## config.mk

```make
export PLATFORM = sky130hd
export DESIGN_NAME = peripheral_irq_level_dispatch
export DESIGN_NICKNAME = d
export VERILOG_FILES = /design/src/rtl/pild_pkg.sv /design/src/rtl/peripheral_irq_level_dispatch.sv
export SDC_FILE = /design/constraint.sdc
export NUM_CORES = 1
export LEC_CHECK = 0
export BUFFER_PORTS_ARGS = -buffer_cell sky130_fd_sc_hd__buf_2
export CORE_UTILIZATION = 59
export CTS_CLUSTER_SIZE = 20
export DETAILED_ROUTE_END_ITERATION = 16
export PLACE_DENSITY = 0.8
export SYNTH_ARGS = -nofsm -noshare
export SYNTH_HDL_FRONTEND = slang
export SYNTH_SLANG_ARGS = --single-unit
```

## constraint.sdc

```tcl
create_clock -name clk -period 3.4 [get_ports clk]
set_input_delay 1.02 -clock clk [delete_from_list [all_inputs] [get_ports clk]]
set_output_delay 1.02 -clock clk [all_outputs]
set_load 0.01 [all_outputs]
```

## src/rtl/pild_pkg.sv

```systemverilog
// ----------------------------------------------------------------------------
// pild_pkg
// Shared constants and types for the peripheral interrupt level dispatcher.
// ----------------------------------------------------------------------------
package pild_pkg;

  localparam int unsigned NUM_PERIPH_LINES_DEF = 32;
  localparam int unsigned MAX_PERIPH_LINES     = 32;
  localparam int unsigned ASSIGN_WORDS         = 4;
  localparam int unsigned LINES_PER_WORD       = 8;

  localparam int unsigned LEVEL_W  = 4;
  localparam int unsigned IRQ_W    = 6;
  localparam int unsigned COUNT_W  = 32;
  localparam int unsigned REG_W    = 32;
  localparam int unsigned CFG_IDX_W = 3;

  localparam int unsigned S_TDATA_W = 40;   // 4 + 32 bits, padded to bytes
  localparam int unsigned M_TDATA_W = 40;   // 6 + 32 bits, padded to bytes

  localparam logic [LEVEL_W-1:0] TIMER_LEVEL        = 4'd6;
  localparam logic [LEVEL_W-1:0] FIRST_PERIPH_LEVEL = 4'd7;
  localparam logic [LEVEL_W-1:0] LAST_PERIPH_LEVEL  = 4'd13;
  localparam logic [LEVEL_W-1:0] NIBBLE_MASK        = 4'hf;

  typedef enum logic [CFG_IDX_W-1:0] {
    CFG_ASSIGN0  = 3'd0,
    CFG_ASSIGN1  = 3'd1,
    CFG_ASSIGN2  = 3'd2,
    CFG_ASSIGN3  = 3'd3,
    CFG_LINE_MSK = 3'd4
  } cfg_idx_t;

  typedef enum logic [1:0] {
    KIND_NONE   = 2'd0,
    KIND_TIMER  = 2'd1,
    KIND_PERIPH = 2'd2
  } req_kind_t;

endpackage

```

## src/rtl/peripheral_irq_level_dispatch.sv

```systemverilog
// ----------------------------------------------------------------------------
// peripheral_irq_level_dispatch
// Three-stage dispatcher: per-line level match, priority encode, then the
// interrupt number and spurious event count in the output register.
// ----------------------------------------------------------------------------
// stages: stage 1 does the nibble compares, stage 2 the priority encode,
//   stage 3 the number and counter update
// throughput: one beat per cycle while the output is not stalled by m_axis_tready
// reset: rst clears all stage valid bits, the configuration registers and the
//   spurious counter
module peripheral_irq_level_dispatch #(
  parameter int unsigned NUM_PERIPH_LINES = pild_pkg::NUM_PERIPH_LINES_DEF
) (
  input  logic                           clk,
  input  logic                           rst,
  input  logic                           cfg_we,
  input  logic [pild_pkg::CFG_IDX_W-1:0] cfg_index,
  input  logic [pild_pkg::REG_W-1:0]     cfg_data,
  input  logic                           s_axis_tvalid,
  output logic                           s_axis_tready,
  // event_level [3:0], pending_lines [35:4], zero pad [39:36]
  input  logic [pild_pkg::S_TDATA_W-1:0] s_axis_tdata,
  output logic                           m_axis_tvalid,
  input  logic                           m_axis_tready,
  // irq_number [5:0], spurious_count [37:6], zero pad [39:38]
  output logic [pild_pkg::M_TDATA_W-1:0] m_axis_tdata,
  // dispatched [0]
  output logic                           m_axis_tuser
);
  import pild_pkg::*;

  localparam int unsigned LINE_W = (NUM_PERIPH_LINES > 1) ? $clog2(NUM_PERIPH_LINES) : 1;

  // configuration
  logic [REG_W-1:0] assign_word [ASSIGN_WORDS];
  logic [REG_W-1:0] line_mask;

  always_ff @(posedge clk) begin
    if (rst) begin
      for (int w = 0; w < ASSIGN_WORDS; w++) begin
        assign_word[w] <= '0;
      end
      line_mask <= '0;
    end else if (cfg_we) begin
      case (cfg_index)
        CFG_ASSIGN0:  assign_word[0] <= cfg_data;
        CFG_ASSIGN1:  assign_word[1] <= cfg_data;
        CFG_ASSIGN2:  assign_word[2] <= cfg_data;
        CFG_ASSIGN3:  assign_word[3] <= cfg_data;
        CFG_LINE_MSK: line_mask      <= cfg_data;
        default: ;
      endcase
    end
  end

  // pipeline handshake
  logic s1_valid, s2_valid, out_valid;
  logic s1_ready, s2_ready, out_ready;

  assign out_ready     = !out_valid || m_axis_tready;
  assign s2_ready      = !s2_valid || out_ready;
  assign s1_ready      = !s1_valid || s2_ready;
  assign s_axis_tready = s1_ready;

  // stage 1: classify the request and compare every line's level nibble
  logic [LEVEL_W-1:0]          in_level;
  logic [MAX_PERIPH_LINES-1:0] in_pending;
  logic [LEVEL_W-1:0]          in_code;
  req_kind_t                   in_kind;
  logic [NUM_PERIPH_LINES-1:0] in_match;

  assign in_level   = s_axis_tdata[LEVEL_W-1:0];
  assign in_pending = s_axis_tdata[LEVEL_W +: MAX_PERIPH_LINES];
  assign in_code    = (in_level - FIRST_PERIPH_LEVEL) & NIBBLE_MASK;

  always_comb begin
    if (in_level == TIMER_LEVEL) begin
      in_kind = KIND_TIMER;
    end else if (in_level >= FIRST_PERIPH_LEVEL && in_level <= LAST_PERIPH_LEVEL) begin
      in_kind = KIND_PERIPH;
    end else begin
      in_kind = KIND_NONE;
    end
  end

  always_comb begin
    for (int i = 0; i < NUM_PERIPH_LINES; i++) begin
      in_match[i] = in_pending[i] && line_mask[i] &&
                    (assign_word[i / LINES_PER_WORD][(i % LINES_PER_WORD) * LEVEL_W +: LEVEL_W]
                     == in_code);
    end
  end

  req_kind_t                   s1_kind;
  logic [NUM_PERIPH_LINES-1:0] s1_match;

  always_ff @(posedge clk) begin
    if (rst) begin
      s1_valid <= 1'b0;
    end else if (s1_ready) begin
      s1_valid <= s_axis_tvalid;
    end
    if (s1_ready) begin
      s1_kind  <= in_kind;
      s1_match <= in_match;
    end
  end

  // stage 2: lowest matching line
  logic [LINE_W-1:0] enc_line;
  logic              enc_found;

  always_comb begin
    enc_line = '0;
    for (int i = NUM_PERIPH_LINES - 1; i >= 0; i--) begin
      if (s1_match[i]) begin
        enc_line = LINE_W'(i);
      end
    end
    enc_found = |s1_match;
  end

  req_kind_t         s2_kind;
  logic              s2_found;
  logic [LINE_W-1:0] s2_line;

  always_ff @(posedge clk) begin
    if (rst) begin
      s2_valid <= 1'b0;
    end else if (s2_ready) begin
      s2_valid <= s1_valid;
    end
    if (s2_ready) begin
      s2_kind  <= s1_kind;
      s2_found <= enc_found;
      s2_line  <= enc_line;
    end
  end

  // stage 3: interrupt number and spurious count
  logic             disp_next;
  logic [IRQ_W-1:0] irq_next;
  logic             spur_hit;

  always_comb begin
    disp_next = 1'b0;
    irq_next  = '0;
    spur_hit  = 1'b0;
    case (s2_kind)
      KIND_TIMER: begin
        disp_next = 1'b1;
        irq_next  = IRQ_W'(TIMER_LEVEL);
      end
      KIND_PERIPH: begin
        if (s2_found) begin
          disp_next = 1'b1;
          irq_next  = IRQ_W'(FIRST_PERIPH_LEVEL) + IRQ_W'(s2_line);
        end else begin
          spur_hit = 1'b1;
        end
      end
      default: ;
    endcase
  end

  logic               out_disp;
  logic [IRQ_W-1:0]   out_irq;
  logic [COUNT_W-1:0] spurious_counter;

  // the counter only moves when a beat enters the output register, so it
  // always matches the beat held there
  always_ff @(posedge clk) begin
    if (rst) begin
      out_valid        <= 1'b0;
      spurious_counter <= '0;
    end else if (out_ready) begin
      out_valid <= s2_valid;
      if (s2_valid && spur_hit) begin
        spurious_counter <= spurious_counter + COUNT_W'(1);
      end
    end
    if (out_ready) begin
      out_disp <= disp_next;
      out_irq  <= irq_next;
    end
  end

  assign m_axis_tvalid = out_valid;
  assign m_axis_tuser  = out_disp;
  assign m_axis_tdata  = {{(M_TDATA_W - IRQ_W - COUNT_W){1'b0}}, spurious_counter, out_irq};

`ifndef SYNTHESIS
  a_count_step: assert property (@(posedge clk) disable iff (rst)
    (spurious_counter != $past(spurious_counter)) |->
      (spurious_counter == $past(spurious_counter) + COUNT_W'(1)))
    else $error("spurious counter moved by more than one");

  a_count_on_load: assert property (@(posedge clk) disable iff (rst)
    !(out_ready && s2_valid) |=> $stable(spurious_counter))
    else $error("spurious counter moved without a beat entering the output");

  a_nodisp_zero: assert property (@(posedge clk) disable iff (rst)
    (out_valid && !out_disp) |-> (out_irq == '0))
    else $error("undispatched beat carries an interrupt number");

  a_stall_full: assert property (@(posedge clk) disable iff (rst)
    !s_axis_tready |-> (s1_valid && s2_valid && out_valid && !m_axis_tready))
    else $error("input stalled while pipeline has room");
`endif

endmodule
```

==> qor.tcl, run 1 <==
set qor(run_status) {completed}
set qor(core_area_sq_um) 18710
set qor(holdCritPathClass) {reg2reg}
set qor(detail_route.wirelength_microns) 24410
set qor(rr_worst_depth) 8
set qor(clk_pin_slew_ns) 0.06
set qor(die_y_microns) 140.1
set qor(yosys.area.top_type_share) 0.4726
set qor(n_antenna_cell) 0
set qor(p_comb_frac) 0.076
set qor(gp_congestion) 0.8940
set qor(detail_route.vias_per_cell) 5.622
set qor(dp.final_hpwl_microns) 15880
set qor(cts-hold-fix-buffers) 0
set qor(yosys-top-cells-area) {sky130_fd_sc_hd__edfxtp_1 47%, sky130_fd_sc_hd__dfxtp_1 12%, sky130_fd_sc_hd__and2_1 7.3%, sky130_fd_sc_hd__xnor2_1 6.7%, sky130_fd_sc_hd__xor2_1 5.6%}
set qor(reg2reg_slack_ns) 1.29
set qor(sequential_group_share_of_total_power) 0.498
set qor(die_width_microns) 140.1
set qor(grt_setup_unrepaired) {false}
set qor(drt_initial_violations) 509
set qor(max_slew_margin) 0.3351
set qor(std_cell_rows) 50
set qor(final_net_count) 1174
set qor(final-setup-viol-count) 0
set qor(timing.final.crit_period_ns) 2.756
set qor(ctsResizeCount) 0
set qor(fmaxAchievable_mhz) 362.9
set qor(cellLeakagePower_uw) 0.004857
set qor(power_frac_clock) 0.426
set qor(final_common_cell) {sky130_fd_sc_hd__edfxtp_1}
set qor(cts_tree) {built}
set qor(timing_worst_setup_path_type) {in2out}
set qor(critPathRequiredTime_ns) 2.38
set qor(synth_area_sq_um) 11250
set qor(fin_area_sq_um) 12990
set qor(synth_area_leader) {sky130_fd_sc_hd__edfxtp_1}
set qor(finalClockSkew_ns) 0.01364
set qor(fp.dieArea_sq_um) 19620
set qor(crit_top_cell) {sky130_fd_sc_hd__buf_2}
set qor(worstMarginPinSlew_ns) 0.9974
set qor(numClockSinks) 244
set qor(timing.critical_path.slowest_stage_cell) {sky130_fd_sc_hd__nor2b_1}
set qor(timing.critical_path.cells) {buf_2, nor2b_1, nand3_2, buf_2}
set qor(route.vias.total) 7534
set qor(start_kind) {primary input}
set qor(grt_overall_usage) 0.2575
set qor(kind_of_capture_point_of_the_worst_setup_path) {output pin}
set qor(portBuffers) 116
set qor(synth-seq-area-share) 0.5919
set qor(grt_start_max_net_pins) 41
set qor(timing_hold_violations_final) 0
set qor(grt-ovfl-total) 0
set qor(clk_path_buf_depth) 3
set qor(wl_per_cell_microns) 18.22
set qor(number_of_instances_on_the_worst_hold_path) 0
set qor(switchingPower_uw) 1483
set qor(cts.root.buffer_cell) {sky130_fd_sc_hd__clkbuf_16}
set qor(cts_htree_levels) 1
set qor(ys_ff_latch) 244
set qor(cts_made_buffers) 26
set qor(initial_core_utilization) 0.6012
set qor(post_dp_cell_area_sq_um) 12120
set qor(grt_pass1_wl_microns) 38720
set qor(yosys_warnings) 0
set qor(drive_above_1_share) 0.1826
set qor(synth_async_sr_flop_share) 0
set qor(drt_pass1_iterations) 5
set qor(top_library_cells_by_usage_in_the_layout_fill_and_taps_aside) {177 x sky130_fd_sc_hd__edfxtp_1, 132 x sky130_fd_sc_hd__and2_1, 116 x sky130_fd_sc_hd__buf_2}
set qor(grt_antenna_before_repair) 0
set qor(grt_pass1_vias) 7393
set qor(worstSkewPairLatency_ns) 0.52
set qor(drv.max_cap_violation_count) 0
set qor(synth-edff-count) 177
set qor(internal-power_uw) 5276
set qor(area_growth_pct) 15.52
set qor(fin_setup_tns_ns) 0
set qor(syn_area_per_cell_sq_um) 11.58
set qor(timing.critical_path.slowest_cell_delay_ns) 0.32
set qor(synthCells) 971
set qor(power-per-cell-area_nw_per_um2) 520.3
set qor(cp.arrival_ns) 1.74
set qor(irDropWorstVdd_mv) 0.4383
set qor(fillers) 1317
set qor(post_drt_antenna_nets) 0
set qor(highest_net_fanout_along_the_worst_path) 5
set qor(pin_count) 123
set qor(synth_top_flop_cell) {sky130_fd_sc_hd__edfxtp_1}
set qor(post-cts-setup-buffer-count) 0
set qor(fin_max_slew_vios) 0
set qor(power.share.switching) 0.2195
set qor(yosys.cell_types.count) 51
set qor(drc) 0
set qor(period_share) 0.8105
metal layers:
layer,part of all wire,GRT usage,vias up
li1,-,-,3608
met3,0.058,0.03726,56
met1,0.41,0.3247,3605
met5,0,0,-
met4,0.028,0.07866,0
met2,0.50,0.4589,265
power by group through the flow:
stage	clock network [uW]	logic [uW]	registers [uW]
4_1_cts	2920	514	3370
3_5_place_dp	0	507	3430
6_report	2880	513	3370
2_1_floorplan	0	329	3420
3_3_place_gp	0	492	3420
5_1_grt	3040	558	3380
logic make-up after synthesis:
kind of cell             share of synthesized area
other                                    0.0003335
adder cells (fa/ha/maj)                   0.008901
multiplexers                             0.0008901
AO/OA/AOI/OAI                              0.03928
flip-flops                                  0.5919
XOR/XNOR                                    0.1245
buffers and inverters                      0.03104
AND/OR/NAND/NOR                             0.2032
worst paths after layout:
path / to / startpoint
max: s_axis_tready / m_axis_tready
min: s2_kind[0] / s1_kind[0]
max reg2reg: spurious_counter[29] / s2_kind[0]
min reg2reg: s2_kind[0] / s1_kind[0]
worst max-delay path: cells and delay by family:
| kind | cells | cell delay (ns) |
|---|---|---|
| buffers and inverters | 2 | 0.25 |
| AND/OR/NAND/NOR | 2 | 0.46 |
flip-flops by register name (all words and copies together), names as in the netlist, 2 cells and up:
| name | flops |
|---|---|
| s1_match | 32 |
| spurious_counter | 32 |
| out_irq | 6 |
| s1_kind | 2 |
| assign_word | 128 |
| s2_kind | 2 |
| line_mask | 32 |
| s2_line | 5 |
cell type report:
type,count,area (sq um),share of cell area
inverters,24,90.09,0.006934
well taps,234,292.8,0.02254
flip-flops and latches,244,6656,0.5124
repair buffers,137,775.7,0.05971
multi-input cells,653,4302,0.3311
clock buffers,33,698.2,0.05374
clock inverters,15,176.4,0.01358
Yosys cell counts (2+ instances only):
cell type	number
sky130_fd_sc_hd__dfxtp_1	67
sky130_fd_sc_hd__nand4_1	38
sky130_fd_sc_hd__buf_2	13
sky130_fd_sc_hd__buf_6	2
sky130_fd_sc_hd__nand2_1	78
sky130_fd_sc_hd__a21oi_1	46
sky130_fd_sc_hd__inv_1	23
sky130_fd_sc_hd__xor2_1	72
sky130_fd_sc_hd__o31ai_1	4
sky130_fd_sc_hd__and4_1	4
sky130_fd_sc_hd__xnor2_1	86
sky130_fd_sc_hd__a31oi_1	2
sky130_fd_sc_hd__a21o_1	2
sky130_fd_sc_hd__a221oi_1	2
sky130_fd_sc_hd__and3_1	3
sky130_fd_sc_hd__a31o_2	3
sky130_fd_sc_hd__nor4_2	10
sky130_fd_sc_hd__nor3b_1	2
sky130_fd_sc_hd__nor2b_1	3
sky130_fd_sc_hd__o21a_1	2
sky130_fd_sc_hd__nor3_1	53
sky130_fd_sc_hd__and2_1	132
sky130_fd_sc_hd__or3_1	4
sky130_fd_sc_hd__nand2b_1	3
sky130_fd_sc_hd__or4_1	4
sky130_fd_sc_hd__buf_4	5
sky130_fd_sc_hd__nor4_1	8
sky130_fd_sc_hd__edfxtp_1	177
sky130_fd_sc_hd__clkbuf_1	29
sky130_fd_sc_hd__nor2_1	45
sky130_fd_sc_hd__ha_1	8
sky130_fd_sc_hd__o21ai_0	9
sky130_fd_sc_hd__a2111oi_0	2
sky130_fd_sc_hd__nand3_1	13
stage by stage:
stage	worst slack [ns]	std cells	util	hold slack, ns	total power [uW]
after floorplan	0.1796	972	-	0.4003	3749
after global placement	0.6307	1292	0.6478	0.4270	3915
after detailed placement	0.6344	1292	0.6478	0.4176	3939
after CTS	0.6291	1340	0.6945	0.4313	6803
after global routing	0.5478	1340	0.6945	0.4408	6972
final	0.6444	1340	0.6945	0.4286	6760
(Power assumes the default switching activity.)
==> run 2, diff against run 1 <==
ABC_AREA = 1   (was not set)
clock period = 2.55 ns   (was 3.4 ns; I/O delays follow)
==> run 2 against run 1 <==
The flow now finishes with violations (negative setup slack). Clock power is 33% higher. Synthesized cell count is 15% higher. Combinational power is 55% higher. Clock skew is 0.0011 ns higher. Core utilization is 4.3 points higher. Largest cell class unchanged. Highest routed layer unchanged.
==> qor.tcl, run 2 <==
set qor(run_status) {finished, violations left}
set qor(failed_checks) {negative setup slack}
set qor(portBuffers) 116
set qor(fp.dieArea_sq_um) 19330
set qor(synth_commonest_cells) {189 x sky130_fd_sc_hd__nor2_1, 177 x sky130_fd_sc_hd__edfxtp_1, 140 x sky130_fd_sc_hd__nand2_1}
set qor(timing.critical_path.slowest_stage_cell) {sky130_fd_sc_hd__edfxtp_1}
set qor(synth_top_flop_cell) {sky130_fd_sc_hd__edfxtp_1}
set qor(timing.critical_path.cells) {inv_1, ha_2, inv_2, nor4_4, inv_2, nor2_4, nand3b_4, nor2_4, nand3_4, nor4_4, nand4_2, or2_4, nor2_4, nand2_4, nor3_4, and3_1, nor3_2}
set qor(core_area_sq_um) 18210
set qor(timing.critical_path.slowest_cell_delay_ns) 0.39
set qor(grt_antenna_before_repair) 0
set qor(synth-edff-count) 177
set qor(wl_per_cell_microns) 18.15
set qor(fillers) 1214
set qor(gp_congestion) 0.8335
set qor(ys_ff_latch) 244
set qor(final_net_count) 1370
set qor(clk_path_buf_depth) 3
set qor(irDropWorstVdd_mv) 0.5877
set qor(drt_pass1_iterations) 13
set qor(fmaxAchievable_mhz) 356.6
set qor(cts_made_buffers) 25
set qor(fin_area_sq_um) 13420
set qor(largest_reg_by_ff_count) {assign_word}
set qor(synth_async_sr_flop_share) 0
set qor(synthCells) 1118
set qor(holdCritPathClass) {reg2reg}
set qor(synth_area_leader) {sky130_fd_sc_hd__edfxtp_1}
set qor(crit_top_cell) {sky130_fd_sc_hd__nor2_4}
set qor(grt_pass1_wl_microns) 43380
set qor(detail_route.wirelength_microns) 27740
set qor(critical_path_buf_inv_count) 3
set qor(grt-ovfl-total) 0
set qor(cts.root.buffer_cell) {sky130_fd_sc_hd__clkbuf_16}
set qor(reg2reg_slack_ns) -0.25
set qor(final_common_cell) {sky130_fd_sc_hd__nor2_1}
set qor(period_share) 1.100
set qor(fin_max_slew_vios) 0
set qor(timing.final.crit_period_ns) 2.804
set qor(syn_area_per_cell_sq_um) 9.909
set qor(largest_register_ff_count) 128
set qor(top_library_cells_by_usage_in_the_layout_fill_and_taps_aside) {182 x sky130_fd_sc_hd__nor2_1, 177 x sky130_fd_sc_hd__edfxtp_1, 132 x sky130_fd_sc_hd__nand2_1}
set qor(die_width_microns) 139.0
set qor(timing_worst_setup_path_type) {reg2reg}
set qor(post_dp_cell_area_sq_um) 12290
set qor(detail_route.vias_per_cell) 5.744
set qor(synth_area_sq_um) 11080
set qor(route.vias.total) 8777
set qor(cts-hold-fix-buffers) 0
set qor(design_power_total_uw) 9126
set qor(numClockSinks) 244
set qor(post_drt_antenna_nets) 0
set qor(grt_start_max_net_pins) 65
set qor(drt_initial_violations) 750
set qor(placement.setup.worst_slack_ns) -0.4490
set qor(worstMarginPinSlew_ns) 0.5623
set qor(finalClockSkew_ns) 0.01476
set qor(power-per-cell-area_nw_per_um2) 680.0
set qor(area_growth_pct) 21.15
set qor(critPathRequiredTime_ns) 2.95
set qor(fin_util) 0.7371
set qor(synth.most_common_cell) {sky130_fd_sc_hd__nor2_1}
set qor(grt_overall_usage) 0.2892
set qor(use_met3) 0.03039
set qor(yosys.cell_types.count) 46
set qor(fin_setup_tns_ns) -1.286
set qor(timing_hold_violations_final) 0
set qor(cts_htree_levels) 1
set qor(grt.met2_usage) 0.4979
set qor(cts_tree) {built}
set qor(final-setup-viol-count) 7
set qor(highest_net_fanout_along_the_worst_path) 3
set qor(postLayoutSetupSlackWorst_ns) -0.2539
set qor(multi_input_gate_area_in_the_final_layout_sq_um) 3920
set qor(yosys.area.top_type_share) 0.4798
set qor(initial_core_utilization) 0.6084
set qor(drive_above_1_share) 0.2263
set qor(yosys-top-cells-area) {sky130_fd_sc_hd__edfxtp_1 48%, sky130_fd_sc_hd__dfxtp_1 12%, sky130_fd_sc_hd__nor2_1 6.4%, sky130_fd_sc_hd__xnor2_1 4.9%, sky130_fd_sc_hd__nand2_1 4.7%}
set qor(grt_setup_unrepaired) {true}
set qor(max_slew_margin) 0.6251
set qor(cellLeakagePower_uw) 0.005561
set qor(n_antenna_cell) 0
set qor(cp.arrival_ns) 3.20
set qor(grt_pass1_vias) 8534
set qor(drv.max_cap_violation_count) 0
set qor(grt-busiest-layer) {met2}
set qor(seq_area_sq_um) 6656
set qor(std_cell_rows) 49
set qor(worstSkewPairLatency_ns) 0.51
set qor(die_y_microns) 139.0
set qor(clk_pin_slew_ns) 0.06
set qor(start_kind) {flip-flop}
set qor(kind_of_capture_point_of_the_worst_setup_path) {flip-flop}
set qor(yosys_warnings) 0
set qor(gr-usage-met1) 0.3750
set qor(dp.final_hpwl_microns) 18130
set qor(synth-seq-area-share) 0.6009
set qor(cpLargestDelayFamily) {simple AND/OR/NAND/NOR gates}
set qor(pin_count) 123
set qor(drc) 0
-- run 2: cell count changes after synthesis, sizes merged, moves of 13 or more --
cell	delta
a21oi	+14
and2	-132
buf	-13
inv	+97
nand2	+63
nand3	+17
nand4	-31
nor2	+147
nor3	-25
o211ai	+17
o21ai	+46
or2	+25
xnor2	-25
xor2	-64
-- run 2: timing repair --
| action | 4_1_cts | 5_1_grt |
|---|---|---|
| buffers inserted | 11 | 10 |
| endpoints found under the setup margin | 6 | 10 |
| resized for setup | 15 | 22 |
| pin swaps | 8 | 14 |
-- run 2: report_power, final --
part / switching, uW / internal (uW) / total [uW] / leakage (uW)
logic: 473 / 323 / 795 / 0.00276
clock network: 1470 / 2350 / 3820 / 0.000421
registers: 88.0 / 4430 / 4520 / 0.00238
total: 2030 / 7100 / 9130 / 0.00556
-- run 2: per-stage QoR --
| step | std cells | hold slack, ns |
|---|---|---|
| 3_5_place_dp | 1465 | 0.4045 |
| 6_report | 1528 | 0.4119 |
| 3_3_place_gp | 1465 | 0.4021 |
| 4_1_cts | 1519 | 0.4119 |
| 2_1_floorplan | 1119 | 0.4003 |
| 5_1_grt | 1528 | 0.4351 |
-- run 2: cells by family after synthesis --
group	count (synthesis)	synth area share
AO/OA/AOI/OAI	162	0.08674
XOR/XNOR	70	0.05534
adder cells (fa/ha/maj)	8	0.009036
buffers and inverters	170	0.05828
flip-flops	244	0.6009
other	1	0.0003385
AND/OR/NAND/NOR	463	0.1894
-- run 2: final timing paths --
kind                     endpoint  depth (start not counted)  startpoint
max reg2reg  spurious_counter[31]                         17  s2_kind[0]
max          spurious_counter[31]                         17  s2_kind[0]
min reg2reg            s2_kind[0]                          0  s1_kind[0]
min                    s2_kind[0]                          0  s1_kind[0]
-- run 2: cell type report --
cell class	count	share of cell area
clock buffers	33	0.05267
well taps	229	0.02135
clock inverters	11	0.01184
repair buffers	184	0.09201
inverters	122	0.03412
flip-flops and latches	244	0.4959
multi-input cells	705	0.2921
-- run 2: routing by layer --
metal / vias up / wire (microns) / share of wire
met4: 0 / 930 / 0.034
met2: 405 / 13760 / 0.50
li1: 4105 / - / -
met1: 4192 / 10780 / 0.39
met3: 75 / 2270 / 0.082
met5: - / 0 / 0
